**src/rtl/core/indexed_list_engine_top_assert.svh**
```systemverilog
// ----------------------------------------------------------------------------
// indexed_list_engine_top_assert.svh
// Assertion macros used by the list engine datapath.
// ----------------------------------------------------------------------------
`ifndef INDEXED_LIST_ENGINE_TOP_ASSERT_SVH
`define INDEXED_LIST_ENGINE_TOP_ASSERT_SVH
`ifndef SYNTH
`define ILE_ASSERT(lbl, prop) \
	lbl: assert property (@(posedge clk) disable iff (!arst_n) prop) \
		else $error("list engine assertion failed");
`define ILE_ASSERT_NEVER(lbl, expr) \
	lbl: assert property (@(posedge clk) disable iff (!arst_n) !(expr)) \
		else $error("list engine forbidden condition");
`else
`define ILE_ASSERT(lbl, prop)
`define ILE_ASSERT_NEVER(lbl, expr)
`endif
`endif

```
**src/rtl/core/ile_pkg.sv**
```systemverilog
// ----------------------------------------------------------------------------
// ile_pkg
// Types and codes for the indexed list engine.
// ----------------------------------------------------------------------------
package ile_pkg;

	localparam logic [2:0] CMD_READ      = 3'd0;
	localparam logic [2:0] CMD_INS_FRONT = 3'd1;
	localparam logic [2:0] CMD_INS_BACK  = 3'd2;
	localparam logic [2:0] CMD_INS_POS   = 3'd3;
	localparam logic [2:0] CMD_DELETE    = 3'd4;

	localparam logic [1:0] ST_DONE  = 2'd0;
	localparam logic [1:0] ST_RANGE = 2'd1;
	localparam logic [1:0] ST_FULL  = 2'd2;

	typedef struct packed {
		logic [2:0]         command;
		logic signed [15:0] position;
		logic signed [31:0] value;
	} in_word_t;

	typedef struct packed {
		logic signed [31:0] read_value;
		logic [1:0]         status;
		logic [10:0]        length;
	} out_word_t;

	typedef enum logic [2:0] {
		DEC_READ   = 3'd0,
		DEC_INSERT = 3'd1,
		DEC_DELETE = 3'd2,
		DEC_RANGE  = 3'd3,
		DEC_FULL   = 3'd4
	} dec_t;

	typedef enum logic [3:0] {
		OP_NONE     = 4'd0,
		OP_LOAD     = 4'd1,
		OP_CHECK    = 4'd2,
		OP_RD_SLOT  = 4'd3,
		OP_GET_SLOT = 4'd4,
		OP_SH_RD    = 4'd5,
		OP_SH_WR    = 4'd6,
		OP_PLACE    = 4'd7,
		OP_RD_ELEM  = 4'd8,
		OP_RESULT   = 4'd9
	} op_t;

	typedef struct packed {
		op_t op;
	} dp_cmd_t;

	typedef struct packed {
		dec_t dec_now;
		dec_t dec;
		logic use_free;
		logic shift_more;
	} dp_stat_t;

endpackage

```
**src/rtl/core/ile_ctrl.sv**
```systemverilog
// ----------------------------------------------------------------------------
// ile_ctrl
// Sequencer for the list engine: decode, slot fetch, link shift, result.
// ----------------------------------------------------------------------------
module ile_ctrl (
	input  logic              clk,
	input  logic              arst_n,
	input  logic              in_valid,
	output logic              in_stall,
	output logic              out_valid,
	input  logic              out_stall,
	input  ile_pkg::dp_stat_t stat,
	output ile_pkg::dp_cmd_t  cmd
);

	typedef enum logic [8:0] {
		S_IDLE     = 9'b000000001,
		S_CHECK    = 9'b000000010,
		S_RD_SLOT  = 9'b000000100,
		S_GET_SLOT = 9'b000001000,
		S_SH_RD    = 9'b000010000,
		S_SH_WR    = 9'b000100000,
		S_PLACE    = 9'b001000000,
		S_RD_ELEM  = 9'b010000000,
		S_DONE     = 9'b100000000
	} state_t;

	state_t state_q;
	state_t state_d;
	logic   out_valid_q;

	always_comb begin
		state_d = state_q;
		cmd.op  = ile_pkg::OP_NONE;
		case (state_q)
			S_IDLE: begin
				if (in_valid) begin
					cmd.op  = ile_pkg::OP_LOAD;
					state_d = S_CHECK;
				end
			end
			S_CHECK: begin
				cmd.op = ile_pkg::OP_CHECK;
				case (stat.dec_now)
					ile_pkg::DEC_READ, ile_pkg::DEC_DELETE: state_d = S_RD_SLOT;
					ile_pkg::DEC_INSERT: state_d = stat.use_free ? S_RD_SLOT : S_SH_RD;
					default: state_d = S_DONE;
				endcase
			end
			S_RD_SLOT: begin
				cmd.op  = ile_pkg::OP_RD_SLOT;
				state_d = S_GET_SLOT;
			end
			S_GET_SLOT: begin
				cmd.op  = ile_pkg::OP_GET_SLOT;
				state_d = (stat.dec == ile_pkg::DEC_READ) ? S_RD_ELEM : S_SH_RD;
			end
			S_SH_RD: begin
				if (stat.shift_more) begin
					cmd.op  = ile_pkg::OP_SH_RD;
					state_d = S_SH_WR;
				end else begin
					state_d = S_PLACE;
				end
			end
			S_SH_WR: begin
				cmd.op  = ile_pkg::OP_SH_WR;
				state_d = S_SH_RD;
			end
			S_PLACE: begin
				cmd.op  = ile_pkg::OP_PLACE;
				state_d = S_DONE;
			end
			S_RD_ELEM: begin
				cmd.op  = ile_pkg::OP_RD_ELEM;
				state_d = S_DONE;
			end
			S_DONE: begin
				if (!out_valid_q || !out_stall) begin
					cmd.op  = ile_pkg::OP_RESULT;
					state_d = S_IDLE;
				end
			end
			default: begin
				state_d = S_IDLE;
			end
		endcase
	end

	always_ff @(posedge clk or negedge arst_n) begin
		if (!arst_n) begin
			state_q     <= S_IDLE;
			out_valid_q <= 1'b0;
		end else begin
			state_q <= state_d;
			if (cmd.op == ile_pkg::OP_RESULT) out_valid_q <= 1'b1;
			else if (!out_stall) out_valid_q <= 1'b0;
		end
	end

	assign in_stall  = (state_q != S_IDLE);
	assign out_valid = out_valid_q;

endmodule

```
**config.mk**
```make
export PLATFORM = sky130hd
export DESIGN_NAME = ile_ctrl
export DESIGN_NICKNAME = d
export VERILOG_FILES = /design/src/rtl/core/indexed_list_engine_top_assert.svh /design/src/rtl/core/ile_pkg.sv /design/src/rtl/core/ile_ctrl.sv
export SDC_FILE = /design/constraint.sdc
export NUM_CORES = 1
export LEC_CHECK = 0
export ABC_AREA = 1
export BUFFER_PORTS_ARGS = -buffer_cell sky130_fd_sc_hd__buf_4
export CELL_PAD_IN_SITES_DETAIL_PLACEMENT = 0
export CELL_PAD_IN_SITES_GLOBAL_PLACEMENT = 1
export CORE_MARGIN = 5
export CORE_UTILIZATION = 38
export CTS_BUF_LIST = sky130_fd_sc_hd__clkbuf_2
export DETAILED_ROUTE_END_ITERATION = 8
export PLACE_DENSITY = 0.85
export REMOVE_ABC_BUFFERS = 1
export SYNTH_ARGS = -nofsm -noshare
export SYNTH_HDL_FRONTEND = slang
export SYNTH_SLANG_ARGS = --single-unit
export TNS_END_PERCENT = 50
```
**constraint.sdc**
```tcl
create_clock -name clk -period 1.68 [get_ports clk]
set_input_delay 0 -clock clk [delete_from_list [all_inputs] [get_ports clk]]
set_output_delay 0 -clock clk [all_outputs]
set_load 0.005 [all_outputs]
```
# After elaboration in Yosys (flattened, before gate mapping)

Index checks and enable logic that the tools add are counted.

Equal/unequal tests: 16
Multiplexer cells: 13
Reduce and logical (&&, ||, !) cells: 8

Operators by type and width:

| kind                 | count |
|---|---|
| $pmux W9 S8          | 1 |
| $pmux W4 S9          | 1 |
| $mux W9              | 2 |
| $pmux W9 S2          | 1 |
| $eq A9 B1 Y1 const B | 1 |
| $eq A9 B2 Y1 const B | 1 |
| $eq A9 B3 Y1 const B | 1 |
| $eq A9 B4 Y1 const B | 1 |
| $eq A9 B5 Y1 const B | 1 |
| $eq A9 B6 Y1 const B | 1 |
| $eq A9 B7 Y1 const B | 1 |
| $eq A9 B8 Y1 const B | 1 |
| $eq A9 B9 Y1 const B | 1 |
| $ne A9 B1 Y1 const B | 1 |
| $mux W8              | 1 |
| $mux W7              | 1 |
| $logic_not A3 Y1     | 2 |
| $mux W5              | 1 |
| $eq A4 B4 Y1 const B | 1 |
| $mux W4              | 1 |
| $ne A2 B2 Y1 const B | 2 |
| $reduce_or A2 Y1     | 2 |
| $eq A3 B1 Y1 const B | 1 |
| $eq A3 B2 Y1 const B | 1 |
| other kinds (6)      | 9 |

Bits in registers: 10
Output and inout bits: 6
Word-level logic and storage cells: 39

# Depth between registers and ports, before layout

Gate-level depths: netlist of the first run.

Depth after elaboration: 6
Gate-level depth with buffers: 8
Gate-level depth less buffers: 8

# Worst setup path before layout of the first run

No wires, ideal clock.

Path type: register to register
Start point: register state_q[0]
End point: register state_q[4]
Setup time: 125 ps
Arrival: 1038 ps
Setup slack: 517 ps
Stages on the path, launching flop included: 8
Path buffers: 0
Clock period less this slack: 1163 ps
Cells stage by stage: dfstp_2 > nor2_1 > nand2_2 > inv_2 > nand3_1 > inv_1 > a31oi_1 > o21ai_1

Longest elaborated chain between the ends: 3

RTL lines:

| what                                                              | line           | source |
|---|---|---|
| from (decl)                                                       | ile_ctrl.sv:28 | `state_t state_q;` |
| from (signal assigned)                                            | ile_ctrl.sv:95 | `state_q <= state_d;` |
| $eq A9 B8 Y1 (tied with other cells)                              | ile_ctrl.sv:35 | `case (state_q)` |
| $reduce_or A2 Y1 (no line) / $ne A2 B2 Y1 (equally long branches) | -              |  |
| $pmux W9 S8 / $reduce_and A2 Y1 (equally long branches)           | -              |  |

Parallel ways exist; a longest one is shown, timed or not.
A chain may end at the register's enable or synchronous reset.

==> summary.md, run 1 <==
| Metric | Value |
|---|---|
| Outcome | `finished, final reports clean` |
| DR pass1 iterations | `4` |
| Initial core utilization | `0.389` |
| Type of origin of the critical path | `flop` |
| FF-to-FF End | `state_q[0]$_DFFE_PN1P_` |
| # DRC | `0` |
| Worst slew margin relative to its limit | `0.752` |
| WL/cell | `11.0 um` |
| Num CTS Buffers | `3` |
| Slew Viols, Final | `0` |
| # diodes | `0` |
| LEAKAGE | `0.556 nW` |
| Sequential-to-total area share from yosys stat | `0.340` |
| CP Max Fanout | `4` |
| Worst-case clock buffer depth | `2` |
| Number of global-route vias before repair | `743` |
| Hold Crit Class | `in -> reg` |
| Synthesized area | `741 um2` |
| Mapped Cells | `108` |
| GR Overflow Total | `0` |
| Max Cap Viol | `0` |
| Count of non-filler cells in the finished layout | `159` |
| Full die area | `2930 um2` |
| Worst-path clk slew | `0.11 ns` |
| Worst EP required | `1.68 ns` |
| Synth warn | `0` |
| Dpl cells | `152` |
| Commonest cells after routing, fill and taps aside | `21 x nand2_1, 17 x buf_4, 13 x inv_1, 13 x nor2_1, 10 x nor2_2` |
| Synth-to-Final Area Change | `30.9%` |
| Proportion of layout cells with a drive suffix above 1 | `0.409` |
| Mean post-synth cell area | `6.86 um2` |
| Crit path to | `cmd[2]` |
| Crit path time final | `1.54 ns` |
| Initial DRC Count | `16` |
| Crit. Startpoint | `state_q[0]$_DFFE_PN1P_` |
| Net count, final | `145` |
| HPWL after detailed placement | `1.47 mm` |
| Skew final | `0.00434 ns` |
| DR vias/cell | `4.81` |
| Most common cell after layout, fill and taps aside | `nand2_1` |
| Synth cell types | `21` |
| Routability congestion estimate | `0.832` |
| Critical path capture point type | `output port` |
| Placeable Area | `1900 um2` |
| Cell Rows | `16` |
| Fin crit share | `0.916` |
| Largest vdd supply drop | `0.436 mV` |
| Worst setup path category | `reg -> out` |
| R2R depth | `8` |
| First-pass GRT wire length | `2.98 mm` |
| Die Wd | `54.2 um` |
| # port buffers | `17` |
| Clock sink count | `10` |
| ANT nets after route | `0` |
| # H-tree levels | `1` |
| CP arrival | `1.54 ns` |
| Initial antenna violation count | `0` |
| FF-to-FF setup slack | `0.35 ns` |
| Worst R2R Start | `state_q[2]$_DFFE_PN0P_` |
| Fmax | `0.650 GHz` |
| CTS Root Cell | `clkbuf_2` |
| Final Cell Area | `970 um2` |
| Setup violators final | `0` |
| Die height | `54.2 um` |
| Cell Pwr Density | `1010 nW/um2` |
| Least-Margin Pin Slew | `0.369 ns` |
| Via count | `764` |
| Hold_sp | `out_stall` |
| IO Pins | `18` |
| Clk_lat worst skew | `0.24 ns` |
| Placed inst area | `902 um2` |
| CTS tree | `built` |
| Final hold vios | `0` |
| Largest net degree at the start of global routing | `11` |
| Post-synthesis register bit count | `10` |
| Min Hold Slack | `0.0137 ns` |
| GRT Util Overall | `0.140` |
| Power consumption | `0.976 mW` |
| Detailed Route WL | `1.75 mm` |
## Yosys cell counts
| cell type | number | share of area |
|---|---|---|
| nand2_1 | 21 | 0.11 |
| inv_1 | 14 | 0.071 |
| nor2_1 | 14 | 0.071 |
| nor2_2 | 10 | 0.084 |
| dfrtp_1 | 9 | 0.30 |
| nand3_1 | 9 | 0.061 |
| nand2_2 | 6 | 0.051 |
| inv_2 | 5 | 0.025 |
| nand3_2 | 5 | 0.068 |
| a21oi_1 | 4 | 0.027 |
| a21oi_2 | 1 | 0.012 |
| a31oi_1 | 1 | 0.0085 |
| dfstp_2 | 1 | 0.035 |
| inv_4 | 1 | 0.0085 |
| nand2_4 | 1 | 0.015 |
| nand3b_1 | 1 | 0.010 |
| nand4_1 | 1 | 0.0085 |
| nor3_1 | 1 | 0.0068 |
| o21ai_1 | 1 | 0.0068 |
| o21ai_2 | 1 | 0.012 |
| or3_1 | 1 | 0.0085 |
## state kept, by name, summed over array words and instances (netlist names)
name,flops
state_q,9
out_valid,1
## worst min-delay path by stage
stage	endpoint	slack, ns	depth (start not counted)
2_1_floorplan	out_valid$_DFFE_PN0P_	-0.30	0
3_3_place_gp	state_q[4]$_DFFE_PN0P_	-0.16	1
3_5_place_dp	state_q[5]$_DFFE_PN0P_	-0.16	1
4_1_cts	out_valid$_DFFE_PN0P_	0.002	3
5_1_grt	state_q[7]$_DFFE_PN0P_	0.03	3
6_report	out_valid$_DFFE_PN0P_	0.01	3
## metrics by stage
step | setup TNS, ns | setup slack, ns | util
6_report | 0 | 0.142 | 0.510
3_3_place_gp | 0 | 0.342 | 0.474
2_1_floorplan | 0 | 0.517 | -
5_1_grt | -0.00681 | -0.00681 | 0.510
4_1_cts | 0 | 0.0478 | 0.500
3_5_place_dp | 0 | 0.338 | 0.474
## worst max-delay path, stage by stage (launching register included)
cell     delay, ns
dfstp_2       0.58
nor2_1        0.06
nand2_2       0.08
inv_2         0.06
nand3_1       0.09
inv_2         0.06
a21oi_4       0.13
nand3_1       0.09
buf_4         0.14
## timing repair
item	in CTS	in global routing
hold buffers	3	0
endpoints found under the setup margin	0	4
hold endpoints to repair	12	0
buffers inserted	0	0
gates resized for setup	0	5
## report_power, final
part,leakage [nW],total (mW),internal [mW],switching [mW]
logic,0.407,0.511,0.212,0.300
registers,0.135,0.331,0.286,0.0450
clock network,0.0140,0.134,0.0518,0.0820
## cell families after synthesis
| logic type | count (synthesis) | synth area share |
|---|---|---|
| simple gates | 70 | 0.490 |
| buf+inv | 20 | 0.105 |
| flops | 10 | 0.340 |
| compound gates | 8 | 0.0659 |
## area by class of cell
class	instances	area, um2
tap	27	33.8
sequential	10	251
multi-input combinational	78	430
clock inverter	1	3.75
timing repair buffer	20	158
inverter	20	77.6
clock buffer	3	15.0
fill	207	932
## routing by layer
layer	track usage	vias to the layer above	part of all wire
met1	0.172	345	0.41
met2	0.231	32	0.49
met5	0	-	0
met4	0.0747	0	0.021
li1	-	379	-
met3	0.0249	8	0.076
No activity file was read; power rests on OpenSTA's default activity.
==> run 2, diff against run 1 <==
--- a/config.mk
+++ b/config.mk
@@ -6,14 +6,14 @@
 export NUM_CORES = 1
 export LEC_CHECK = 0
 export ABC_AREA = 1
-export BUFFER_PORTS_ARGS = -buffer_cell sky130_fd_sc_hd__buf_4
 export CELL_PAD_IN_SITES_DETAIL_PLACEMENT = 0
 export CELL_PAD_IN_SITES_GLOBAL_PLACEMENT = 1
 export CORE_MARGIN = 5
-export CORE_UTILIZATION = 38
+export CORE_UTILIZATION = 44
 export CTS_BUF_LIST = sky130_fd_sc_hd__clkbuf_2
 export DETAILED_ROUTE_END_ITERATION = 8
-export PLACE_DENSITY = 0.85
+export DONT_BUFFER_PORTS = 1
+export PLACE_DENSITY = 0.83
 export REMOVE_ABC_BUFFERS = 1
 export SYNTH_ARGS = -nofsm -noshare
 export SYNTH_HDL_FRONTEND = slang
==> run 2 against run 1 <==
Against the previous run:
- largest power group unchanged
- sequential share of layout area is 2.7 points higher
- design area is 9.3% lower
- die area is 11% lower
- register-to-register slack worse by 0.06 ns
- cell count is 13% lower
==> summary.md, run 2 (same netlist as run 1, synthesis figures left out) <==
| Metric | Value |
|---|---|
| Commonest cells after routing, fill and taps aside | `21 x nand2_1, 14 x inv_1, 14 x nor2_1` |
| IO Pins | `18 (unchanged)` |
| Skew final | `0.00483 ns (+0.000485 ns)` |
| Cell Rows | `14 (-2)` |
| FF-to-FF End | `state_q[4]$_DFFE_PN0P_` |
| Outcome | `finished, final reports clean` |
| Max Cap Viol | `0 (unchanged)` |
| Placeable Area | `1560 um2 (-18%)` |
| Crit path time final | `1.51 ns (-0.0251 ns)` |
| # H-tree levels | `1 (unchanged)` |
| Die height | `51.0 um (-5.8%)` |
| Die Wd | `51.0 um (-5.8%)` |
| Hold-critical path endpoint | `state_q[4]$_DFFE_PN0P_` |
| CTS tree | `built` |
| Hold_sp | `stat[2]` |
| CP Max Fanout | `4 (unchanged)` |
| LEAKAGE | `0.497 nW (-11%)` |
| Clk_lat worst skew | `0.26 ns (+0.02 ns)` |
| Num CTS Buffers | `3 (unchanged)` |
| R2R depth | `7 (-1)` |
| HPWL after detailed placement | `1.36 mm (-6.9%)` |
| Final hold vios | `0 (unchanged)` |
| Core Util, Final | `0.564 (+0.0543)` |
| GR Overflow Total | `0 (unchanged)` |
| Via count | `691 (-9.6%)` |
| WL/cell | `12.4 um (+12%)` |
| First-pass GRT wire length | `2.86 mm (-4.2%)` |
| Initial DRC Count | `13 (-3)` |
| Least-Margin Pin Slew | `0.471 ns (+0.102 ns)` |
| DR pass1 iterations | `4 (unchanged)` |
| TNS Setup | `0 ns (unchanged)` |
| Reg with most FFs | `state_q` |
| Net count, final | `135 (-6.9%)` |
| Worst-case clock buffer depth | `2 (unchanged)` |
| Fin crit share | `0.901 (-0.0149)` |
| Initial antenna violation count | `0 (unchanged)` |
| Number of flip-flops in the largest register | `9 (unchanged)` |
| Worst R2R Start | `state_q[0]$_DFFE_PN1P_` |
| Critical path capture point type | `output port` |
| FF-to-FF setup slack | `0.29 ns (-0.06 ns)` |
| # resized after CTS | `0 (unchanged)` |
| Cell Pwr Density | `1040 nW/um2 (+2.9%)` |
| Type of origin of the critical path | `flop` |
| Routability congestion estimate | `0.832 (about the same)` |
| RSZ-0062 raised after global routing | `false` |
| Number of global-route vias before repair | `679 (-8.6%)` |
| CP arrival | `1.51 ns (-0.03 ns)` |
| Full die area | `2600 um2 (-11%)` |
| Largest vdd supply drop | `0.601 mV (+38%)` |
| CTS Root Cell | `clkbuf_2` |
| Synth-to-Final Area Change | `18.8%` |
| GRT Util Overall | `0.149 (+0.00916)` |
| Clock sink count | `10 (unchanged)` |
| Slew Viols, Final | `0 (unchanged)` |
| Worst-path clk slew | `0.11 ns (about the same)` |
| Setup violators final | `0 (unchanged)` |
| # DRC | `0 (unchanged)` |
| ANT nets after route | `0 (unchanged)` |
| Proportion of layout cells with a drive suffix above 1 | `0.279 (-0.130)` |
| Most common cell after layout, fill and taps aside | `nand2_1` |
| Worst setup path category | `reg -> out` |
| Power consumption | `0.911 mW (-6.7%)` |
| Worst EP required | `1.68 ns (about the same)` |
| # diodes | `0 (unchanged)` |
| Fmax | `0.661 GHz (+1.7%)` |
| Detailed Route WL | `1.71 mm (-2.6%)` |
| Hold Path Depth | `3 (unchanged)` |
| Initial core utilization | `0.475 (+0.0856)` |
| Hold Crit Class | `in -> reg` |
| # port buffers | `0 (-17)` |
| Worst slew margin relative to its limit | `0.685 (-0.0672)` |
| DR vias/cell | `5.01 (+4.2%)` |
| Largest net degree at the start of global routing | `11 (unchanged)` |
[run 2: cell types whose count changed in the layout (fill, tap and decap cells not counted)]
cell and change:
a21oi_4 -1, dlygate4sd3_1 +7, nor2_4 -1, a21oi_1 +1, inv_2 -1, nor2_1 +1, inv_1 +1, buf_4 -17
[run 2: worst max-delay path by stage]
stage,start,end,slack [ns],depth (start not counted)
after global placement,state_q[0]$_DFFE_PN1P_,state_q[4]$_DFFE_PN0P_,0.29,7
after floorplan,state_q[0]$_DFFE_PN1P_,state_q[4]$_DFFE_PN0P_,0.52,7
after detailed placement,state_q[0]$_DFFE_PN1P_,state_q[4]$_DFFE_PN0P_,0.32,7
after CTS,state_q[0]$_DFFE_PN1P_,cmd[1],0.15,7
final,state_q[0]$_DFFE_PN1P_,cmd[1],0.17,7
after global routing,state_q[0]$_DFFE_PN1P_,cmd[2],0.08,7
[run 2: report_power, final]
group          internal [mW]  total (mW)  switching [mW]
logic                  0.154       0.432           0.278
clock network         0.0517       0.143          0.0913
registers              0.286       0.336          0.0493
total                  0.492       0.911           0.419
[run 2: layout make-up]
cell class                 instances  area, um2
timing repair buffer              10        100
tap                               16       20.0
sequential                        10        251
multi-input combinational         78        412
inverter                          20       77.6
clock buffer                       3       15.0
clock inverter                     1       3.75
fill                             152        679
[run 2: routing by layer]
metal / wire length, um / vias up / GRT usage
li1: - / 367 / -
met1: 838 / 302 / 0.192
met2: 778 / 20 / 0.234
met3: 80 / 2 / 0.0407
met4: 12 / 0 / 0.0673
met5: 0 / - / 0
[run 2: per-stage QoR]
step,instances,hold slack [ns],worst slack (ns),cell area (um2)
2_1_floorplan,108,-0.296,0.517,741
3_3_place_gp,124,-0.295,0.290,761
3_5_place_dp,124,-0.295,0.319,761
4_1_cts,138,0.0430,0.154,880
5_1_grt,138,0.0660,0.0814,880
6_report,138,0.0587,0.167,880
[run 2: worst max-delay path: stages (launching register included)]
cell and delay, ns:
dfstp_2 0.59, nor2_1 0.06, nand2_2 0.11, inv_2 0.06
nand3_1 0.08, inv_1 0.06, a21oi_1 0.16, nand3_1 0.14
[run 2: what timing repair did]
item                                   CTS  global route
hold buffers                            10             0
endpoints found under the hold margin   18             0
setup buffers                            0             0
